File: src/rtl/core/nlp_pkg.sv
`timescale 1ns / 1ps
// ----------------------------------------------------------------------------
// nlp_pkg
// Shared codes, field widths and the result word type for the permutation
// unit.
// ----------------------------------------------------------------------------
package nlp_pkg;

	// command codes carried on the input tuser
	localparam logic [1:0] CMD_WRITE    = 2'd0;
	localparam logic [1:0] CMD_IDENTITY = 2'd1;
	localparam logic [1:0] CMD_NEXT     = 2'd2;

	// fixed field widths of the stream words
	localparam int CMD_BITS  = 2;
	localparam int IDX_BITS  = 4;
	localparam int VAL_BITS  = 8;
	localparam int POS_BITS  = 4;
	localparam int ELEM_BITS = 8;

	// cap on the number of elements emitted per advance
	localparam int MAX_RESULTS = 16;

	// register map: register index is paddr[2]
	localparam logic REG_LENGTH = 1'b0;
	localparam logic [4:0] LENGTH_RESET = 5'd16;

	typedef struct packed {
		logic                 last;
		logic                 advanced;
		logic [ELEM_BITS-1:0] element;
		logic [POS_BITS-1:0]  position;
	} out_word_t;

endpackage

File: src/rtl/core/next_lexicographic_permutation_unit.sv
`timescale 1ns / 1ps
// ----------------------------------------------------------------------------
// next_lexicographic_permutation_unit
// Holds a sequence of small values in a synchronous RAM and steps it to its
// next lexicographic (multiset) permutation on command.
//
// Usage:
//  - Input stream (s_axis_*): one word per command. tuser carries the command
//    (write entry, load identity order, advance), tdata the index and value
//    of a write. Write and identity emit nothing.
//  - Output stream (m_axis_*): an advance emits min(n, 16) words, one per
//    entry in order, with tlast on the final one and tuser set when a next
//    permutation existed (clear when the sequence was final and unchanged).
//  - APB port: register 0 (length) at byte address 0 sets the number n of
//    entries in use; 0 counts as 1, values above MAX_LEN saturate.
//  - Advance: a pivot scan and a successor scan of one RAM read a cycle
//    each, two swap writes, a paired read and two writes per reversed pair
//    (the single RAM write port sets this), then the words go out in order.
//  - The unit takes one command at a time; the next one is accepted as soon
//    as the last word sits in the output register, even if it is not taken.
//  - Reset restores identity order (entry i holds i) at once through per
//    entry valid bits, and sets length to 16.
//  - A stalled receiver holds the output register and the emit sequence;
//    nothing is dropped.
// ----------------------------------------------------------------------------
module next_lexicographic_permutation_unit #(
	parameter int MAX_LEN    = 16,
	parameter int VALUE_BITS = 8
) (
	input  logic        clk,
	input  logic        arst_n,
	// input stream
	input  logic        s_axis_tvalid,
	output logic        s_axis_tready,
	input  logic [15:0] s_axis_tdata,   // [3:0] index, [11:4] value, [15:12] zero
	input  logic [1:0]  s_axis_tuser,   // [1:0] command
	// output stream
	output logic        m_axis_tvalid,
	input  logic        m_axis_tready,
	output logic [15:0] m_axis_tdata,   // [3:0] position, [11:4] element, [15:12] zero
	output logic [0:0]  m_axis_tuser,   // [0] advanced
	output logic        m_axis_tlast,
	// configuration
	input  logic        psel,
	input  logic        penable,
	input  logic        pwrite,
	input  logic [2:0]  paddr,
	input  logic [31:0] pwdata,
	output logic [31:0] prdata,
	output logic        pready
);
	import nlp_pkg::*;

	localparam int AW = $clog2(MAX_LEN);
	localparam int RES_LAST = ((MAX_LEN < MAX_RESULTS) ? MAX_LEN : MAX_RESULTS) - 1;

	// sequencer states
	localparam logic [3:0] ST_IDLE = 4'd0;
	localparam logic [3:0] ST_PIV0 = 4'd1;  // first entry of the pivot scan arrives
	localparam logic [3:0] ST_PIV  = 4'd2;  // pivot scan, right to left
	localparam logic [3:0] ST_SUC  = 4'd3;  // successor scan, right to left
	localparam logic [3:0] ST_SW1  = 4'd4;  // write successor into pivot slot
	localparam logic [3:0] ST_SW2  = 4'd5;  // write pivot into successor slot
	localparam logic [3:0] ST_RRD  = 4'd6;  // read first suffix pair
	localparam logic [3:0] ST_RW1  = 4'd7;  // write low side of pair
	localparam logic [3:0] ST_RW2  = 4'd8;  // write high side, read next pair
	localparam logic [3:0] ST_EMIT = 4'd9;  // stream entries out

	logic [3:0] state_q, state_d;

	// configuration
	logic [4:0] length_q;
	logic       cfg_wr;

	// sequence RAM and its valid bits
	logic [VALUE_BITS-1:0] mem [MAX_LEN];
	logic [MAX_LEN-1:0]    vld_q;
	logic                  we, rea, reb;
	logic [AW-1:0]         wa, ra, rb;
	logic [VALUE_BITS-1:0] wd;
	logic [VALUE_BITS-1:0] rdma_s1, rdmb_s1;
	logic                  va_s1, vb_s1;
	logic [AW-1:0]         ra_s1, rb_s1;
	logic [VALUE_BITS-1:0] rda, rdb;

	// working registers
	logic [AW-1:0]         last_q, cntl_q, p_q, k_q, lo_q, hi_q;
	logic [VALUE_BITS-1:0] prev_q, pv_q, kv_q, tmp_q;
	logic                  adv_q;
	logic [AW-1:0]         last_n, cntl_n;

	// output register
	out_word_t out_q;
	logic      ovalid_q;

	logic in_acc, out_free, idx_ok, identity_cmd;
	logic [CMD_BITS-1:0] cmd;
	logic [IDX_BITS-1:0] idx;
	logic [VAL_BITS-1:0] val;

	assign cmd = s_axis_tuser;
	assign idx = s_axis_tdata[IDX_BITS-1:0];
	assign val = s_axis_tdata[IDX_BITS+VAL_BITS-1:IDX_BITS];

	assign s_axis_tready = (state_q == ST_IDLE);
	assign in_acc        = s_axis_tvalid & s_axis_tready;
	assign out_free      = ~ovalid_q | m_axis_tready;
	assign idx_ok        = (32'(idx) < 32'(MAX_LEN));
	assign identity_cmd  = in_acc & (cmd == CMD_IDENTITY);

	// APB: always ready, single register
	assign pready = 1'b1;
	assign cfg_wr = psel & penable & pwrite & pready & (paddr[2] == REG_LENGTH);
	assign prdata = (paddr[2] == REG_LENGTH) ? {27'd0, length_q} : 32'd0;

	always_ff @(posedge clk or negedge arst_n) begin
		if (!arst_n) begin
			length_q <= LENGTH_RESET;
		end else if (cfg_wr) begin
			length_q <= pwdata[4:0];
		end
	end

	// effective length minus one, and index of the final emitted entry
	always_comb begin
		if (length_q == 5'd0) begin
			last_n = '0;
		end else if (32'(length_q) > 32'(MAX_LEN)) begin
			last_n = AW'(MAX_LEN - 1);
		end else begin
			last_n = AW'(length_q - 5'd1);
		end
		if (32'(last_n) > 32'(RES_LAST)) begin
			cntl_n = AW'(RES_LAST);
		end else begin
			cntl_n = last_n;
		end
	end

	// RAM: one write port, two registered read ports
	always_ff @(posedge clk) begin
		if (we) begin
			mem[wa] <= wd;
		end
		if (rea) begin
			rdma_s1 <= mem[ra];
			va_s1   <= vld_q[ra];
			ra_s1   <= ra;
		end
		if (reb) begin
			rdmb_s1 <= mem[rb];
			vb_s1   <= vld_q[rb];
			rb_s1   <= rb;
		end
	end

	// an entry never written since reset or identity reads as its own index
	assign rda = va_s1 ? rdma_s1 : VALUE_BITS'(ra_s1);
	assign rdb = vb_s1 ? rdmb_s1 : VALUE_BITS'(rb_s1);

	always_ff @(posedge clk or negedge arst_n) begin
		if (!arst_n) begin
			vld_q <= '0;
		end else if (identity_cmd) begin
			vld_q <= '0;
		end else if (we) begin
			vld_q[wa] <= 1'b1;
		end
	end

	// sequencer: RAM controls and next state
	always_comb begin
		state_d = state_q;
		we  = 1'b0;
		wa  = '0;
		wd  = '0;
		rea = 1'b0;
		ra  = '0;
		reb = 1'b0;
		rb  = '0;
		case (state_q)
			ST_IDLE: begin
				if (in_acc) begin
					case (cmd)
						CMD_WRITE: begin
							if (idx_ok) begin
								we = 1'b1;
								wa = AW'(idx);
								wd = VALUE_BITS'(val);
							end
						end
						CMD_NEXT: begin
							// a single entry goes straight to emit (read of entry 0)
							rea = 1'b1;
							ra  = last_n;
							state_d = (last_n == '0) ? ST_EMIT : ST_PIV0;
						end
						default: ;
					endcase
				end
			end
			ST_PIV0: begin
				rea = 1'b1;
				ra  = ra_s1 - AW'(1);
				state_d = ST_PIV;
			end
			ST_PIV: begin
				rea = 1'b1;
				if (rda < prev_q) begin
					ra = last_q;
					state_d = ST_SUC;
				end else if (ra_s1 == '0) begin
					ra = '0;
					state_d = ST_EMIT;
				end else begin
					ra = ra_s1 - AW'(1);
				end
			end
			ST_SUC: begin
				if (rda > pv_q) begin
					state_d = ST_SW1;
				end else begin
					rea = 1'b1;
					ra  = ra_s1 - AW'(1);
				end
			end
			ST_SW1: begin
				we = 1'b1;
				wa = p_q;
				wd = kv_q;
				state_d = ST_SW2;
			end
			ST_SW2: begin
				we = 1'b1;
				wa = k_q;
				wd = pv_q;
				if (lo_q < hi_q) begin
					state_d = ST_RRD;
				end else begin
					rea = 1'b1;
					ra  = '0;
					state_d = ST_EMIT;
				end
			end
			ST_RRD: begin
				rea = 1'b1;
				ra  = lo_q;
				reb = 1'b1;
				rb  = hi_q;
				state_d = ST_RW1;
			end
			ST_RW1: begin
				we = 1'b1;
				wa = lo_q;
				wd = rdb;
				state_d = ST_RW2;
			end
			ST_RW2: begin
				we = 1'b1;
				wa = hi_q;
				wd = tmp_q;
				rea = 1'b1;
				// the next pair never touches the entry written here
				if (({1'b0, lo_q} + (AW+1)'(2)) < {1'b0, hi_q}) begin
					ra  = lo_q + AW'(1);
					reb = 1'b1;
					rb  = hi_q - AW'(1);
					state_d = ST_RW1;
				end else begin
					ra = '0;
					state_d = ST_EMIT;
				end
			end
			ST_EMIT: begin
				if (out_free) begin
					if (ra_s1 == cntl_q) begin
						state_d = ST_IDLE;
					end else begin
						rea = 1'b1;
						ra  = ra_s1 + AW'(1);
					end
				end
			end
			default: begin
				state_d = ST_IDLE;
			end
		endcase
	end

	always_ff @(posedge clk or negedge arst_n) begin
		if (!arst_n) begin
			state_q  <= ST_IDLE;
			ovalid_q <= 1'b0;
		end else begin
			state_q <= state_d;
			if (state_q == ST_EMIT && out_free) begin
				ovalid_q <= 1'b1;
			end else if (m_axis_tready) begin
				ovalid_q <= 1'b0;
			end
		end
	end

	// working registers and output word
	always_ff @(posedge clk) begin
		case (state_q)
			ST_IDLE: begin
				if (in_acc && cmd == CMD_NEXT) begin
					last_q <= last_n;
					cntl_q <= cntl_n;
					adv_q  <= 1'b0;
				end
			end
			ST_PIV0: begin
				prev_q <= rda;
			end
			ST_PIV: begin
				if (rda < prev_q) begin
					p_q   <= ra_s1;
					pv_q  <= rda;
					adv_q <= 1'b1;
				end else begin
					prev_q <= rda;
				end
			end
			ST_SUC: begin
				if (rda > pv_q) begin
					k_q  <= ra_s1;
					kv_q <= rda;
					lo_q <= p_q + AW'(1);
					hi_q <= last_q;
				end
			end
			ST_RW1: begin
				tmp_q <= rda;
			end
			ST_RW2: begin
				lo_q <= lo_q + AW'(1);
				hi_q <= hi_q - AW'(1);
			end
			ST_EMIT: begin
				if (out_free) begin
					out_q.position <= POS_BITS'(ra_s1);
					out_q.element  <= ELEM_BITS'(rda);
					out_q.advanced <= adv_q;
					out_q.last     <= (ra_s1 == cntl_q);
				end
			end
			default: ;
		endcase
	end

	assign m_axis_tvalid = ovalid_q;
	assign m_axis_tdata  = {4'd0, out_q.element, out_q.position};
	assign m_axis_tuser  = out_q.advanced;
	assign m_axis_tlast  = out_q.last;

endmodule

File: config.mk
export PLATFORM = sky130hd
export DESIGN_NAME = next_lexicographic_permutation_unit
export DESIGN_NICKNAME = d
export VERILOG_FILES = /design/src/rtl/core/nlp_pkg.sv /design/src/rtl/core/next_lexicographic_permutation_unit.sv
export SDC_FILE = /design/constraint.sdc
export NUM_CORES = 1
export LEC_CHECK = 0
export BUFFER_PORTS_ARGS = -buffer_cell sky130_fd_sc_hd__buf_2
export CORE_MARGIN = 2
export CORE_UTILIZATION = 34
export CTS_CLUSTER_SIZE = 40
export DETAILED_ROUTE_END_ITERATION = 8
export HOLD_SLACK_MARGIN = 0.05
export PLACE_DENSITY = 0.51
export SYNTH_ARGS = -nofsm -noshare
export SYNTH_HDL_FRONTEND = slang
export SYNTH_SLANG_ARGS = --single-unit
File: constraint.sdc
create_clock -name clk -period 4.2 [get_ports clk]
set_input_delay 0.42 -clock clk [delete_from_list [all_inputs] [get_ports clk]]
set_output_delay 0.42 -clock clk [all_outputs]
set_load 0.01 [all_outputs]
==> flow_summary.json <==
{
  "worstPathRequired_ns": 4.56,
  "ant_nets": 0,
  "p_per_area_nw_per_um2": 746,
  "numCtsBuffers": 28,
  "r2r_end": "rdma_s1[3]",
  "peakVddDrop_v": 0.000411,
  "gp_congestion": 0.809,
  "synth_ff_type": "edfxtp_1",
  "status": "finished, final reports clean",
  "cts_tree": "built",
  "syn_area_per_cell_um2": 13.2,
  "endpoint_kind": "register",
  "fillers": 3529,
  "core_um2": 37600,
  "syn-cell-area_um2": 12900,
  "whs_endpoint": "length_q[1]",
  "pre_cts_slack_ns": 0.0252,
  "dieArea_um2": 39600,
  "syn_inst": 980,
  "ys_seq_area_share_pct": 56.4,
  "worst_slew_pin_slew_ns": 1.03,
  "period_share_pct": 95.0,
  "min_from": "pwdata[1]",
  "drive_gt1_share_pct": 20.6,
  "finalSetupViolations": 0,
  "nets": 1169,
  "ys.warnings.count": 0,
  "timing.max_cap.violations": 0,
  "drt_wl_total_um": 32900,
  "hp-class": "in -> reg",
  "grt_pass1_vias": 8021,
  "grt_max_degree": 38,
  "holdPathStages": 2,
  "clock_latency_ns": 0.56,
  "die_h_um": 199,
  "regArea_um2": 7290,
  "root_buffer": "clkbuf_16",
  "max-clock-path-buffers": 3,
  "antenna_found_initial": 0,
  "io_buffer_count": 47,
  "instances_no_fill": 1612,
  "diodes": 0,
  "h-tree-depth": 1,
  "clk_pin_slew_ns": 0.06,
  "initial_core_util_pct": 34.4,
  "crit_path_max_fanout": 9,
  "grt_setup_unrepaired": "no",
  "routed_via_density": 5.08,
  "grt_pass1_wl_um": 50300,
  "final_cell_mix": "221 x edfxtp_1, 142 x mux2i_1, 60 x buf_4, 51 x nand2_1, 47 x buf_2",
  "p_leak_nw": 5.42,
  "row_count": 71,
  "grt_overflow": 0,
  "dpl.cell_count": 1559,
  "area_growth_pct": 15.5,
  "pin_count": 113,
  "min_period_ns": 3.99,
  "slew_viol_final": 0,
  "synth_cell_types": 81,
  "routedWlPerCell_um": 20.4,
  "final_common_cell": "edfxtp_1",
  "firstDrtPassIters": 5,
  "drc": 0,
  "critical_path_class": "reg -> reg",
  "synth-edff-count": 221,
  "rr_worst_depth": 10,
  "ys_ff_latch": 247,
  "worstReg2RegStart": "va_s1",
  "final_util_pct": 39.7,
  "relSlewSlack_pct": 31.2,
  "whs_ns": 0.0944,
  "max_freq_mhz": 251,
  "die_w_um": 199,
  "start_kind": "register",
  "vias": 8190,
  "ff2ff_setup_slack_ns": 0.21,
  "skew_ns": 0.0141,
  "multi_input_area_um2": 5210,
  "fin_setup_tns_ns": 0,
  "finalHoldViolations": 0,
  "drt_iter0_drc": 434,
  "grt_util_all_layers_pct": 16.9,
  "clock-sinks": 247,
  "crit_arrival_ns": 4.35,
  "async_reset_ff_share_pct": 10.5,
  "dp_hpwl_um": 23800,
  "layout_setup_ws_ns": 0.210
}
[sequential cells by signal, indices dropped and copies added, names as in the netlist, 5 cells and up]
signal,count
kv_q,8
vld_q,16
m_axis_tdata,12
prev_q,8
length_q,5
rdmb_s1,8
pv_q,8
tmp_q,8
rdma_s1,8
mem,128
[worst max-delay path by stage]
| stage | startpoint | to | slack, ns | depth (start not counted) |
|---|---|---|---|---|
| 6_report | va_s1 | rdma_s1[3] | 0.21 | 10 |
| 5_1_grt | va_s1 | rdma_s1[4] | 0.03 | 12 |
| 4_1_cts | va_s1 | rdma_s1[2] | 0.009 | 10 |
| 3_5_place_dp | va_s1 | rdma_s1[3] | 0.03 | 11 |
| 3_3_place_gp | va_s1 | rdma_s1[3] | 0.05 | 10 |
| 2_1_floorplan | ra_s1[1] | rdma_s1[0] | 0.52 | 12 |
[per-stage QoR]
step	instance area (um^2)	total power, W
floorplan	13000	0.00720
global placement	14000	0.00886
detailed placement	14000	0.00889
CTS	14900	0.0112
global route	14900	0.0118
finish	14900	0.0111
[layout make-up]
| cell class | count | share of cell area (%) |
|---|---|---|
| clock buffer | 34 | 4.84 |
| inverter | 38 | 0.981 |
| clock inverter | 16 | 0.696 |
| tap | 511 | 4.28 |
| sequential | 247 | 48.8 |
| timing repair buffer | 115 | 5.50 |
| multi-input combinational | 651 | 34.9 |
[synthesized netlist by cell type, drive strengths merged (7+ instances only)]
cell type | instances | area, um^2
nand3 | 12 | 60.1
nand2 | 54 | 213
xor2 | 10 | 87.6
o211ai | 13 | 97.6
o21a | 17 | 128
a22oi | 34 | 255
buf | 61 | 434
edfxtp | 221 | 6640
o221ai | 9 | 78.8
clkbuf | 13 | 50.0
nor3 | 8 | 40.0
nand2b | 9 | 56.3
mux2 | 74 | 833
inv | 37 | 141
dfrtp | 25 | 626
nand4 | 15 | 93.8
and2 | 7 | 43.8
mux2i | 143 | 1440
nor2b | 7 | 43.8
a21oi | 22 | 110
ha | 28 | 350
o21ai | 47 | 250
nor2 | 44 | 168
a211oi | 9 | 105
[where the power goes]
part	switching (W)	internal (W)
combinational	0.00311	0.00204
clock	0.000956	0.00127
sequential	0.000253	0.00352
[what timing repair did]
action	CTS	global route
setup buffers	0	2
hold buffers	1	0
endpoints found under the setup margin	0	9
endpoints found under the hold margin	25	0
gates resized for setup	0	8
[per-layer routing]
layer / wire [um] / vias up / global-route usage [%]
li1: - / 3901 / -
met1: 15700 / 4091 / 23.6
met2: 15500 / 159 / 27.7
met3: 1170 / 39 / 2.22
met4: 546 / 0 / 4.01
met5: 0 / - / 0
[worst max-delay path, cell delays in order (launching register included)]
cell and delay (ns):
edfxtp_1 0.51, mux2_2 0.46, ha_1 0.34, and4b_1 0.20
a211oi_1 0.35, o2bb2ai_2 0.17, o21a_1 0.24, nand2b_1 0.37
a211oi_4 0.68, a22oi_1 0.27, o211ai_1 0.20
[cells by family (layout without fill, tap and decap cells)]
logic type,Yosys count,after routing,share of synthesized area (%)
AOI/OAI and AO/OA,182,182,10.3
xor gates and xnor gates,14,14,0.949
adders and majority gates,30,30,2.88
buffers and inverters,112,203,4.88
DFF,247,247,56.4
muxes,217,217,17.6
other,2,32,0.0581
and+or+nand+nor,176,176,7.02
Power figures use the tool's default switching activity.
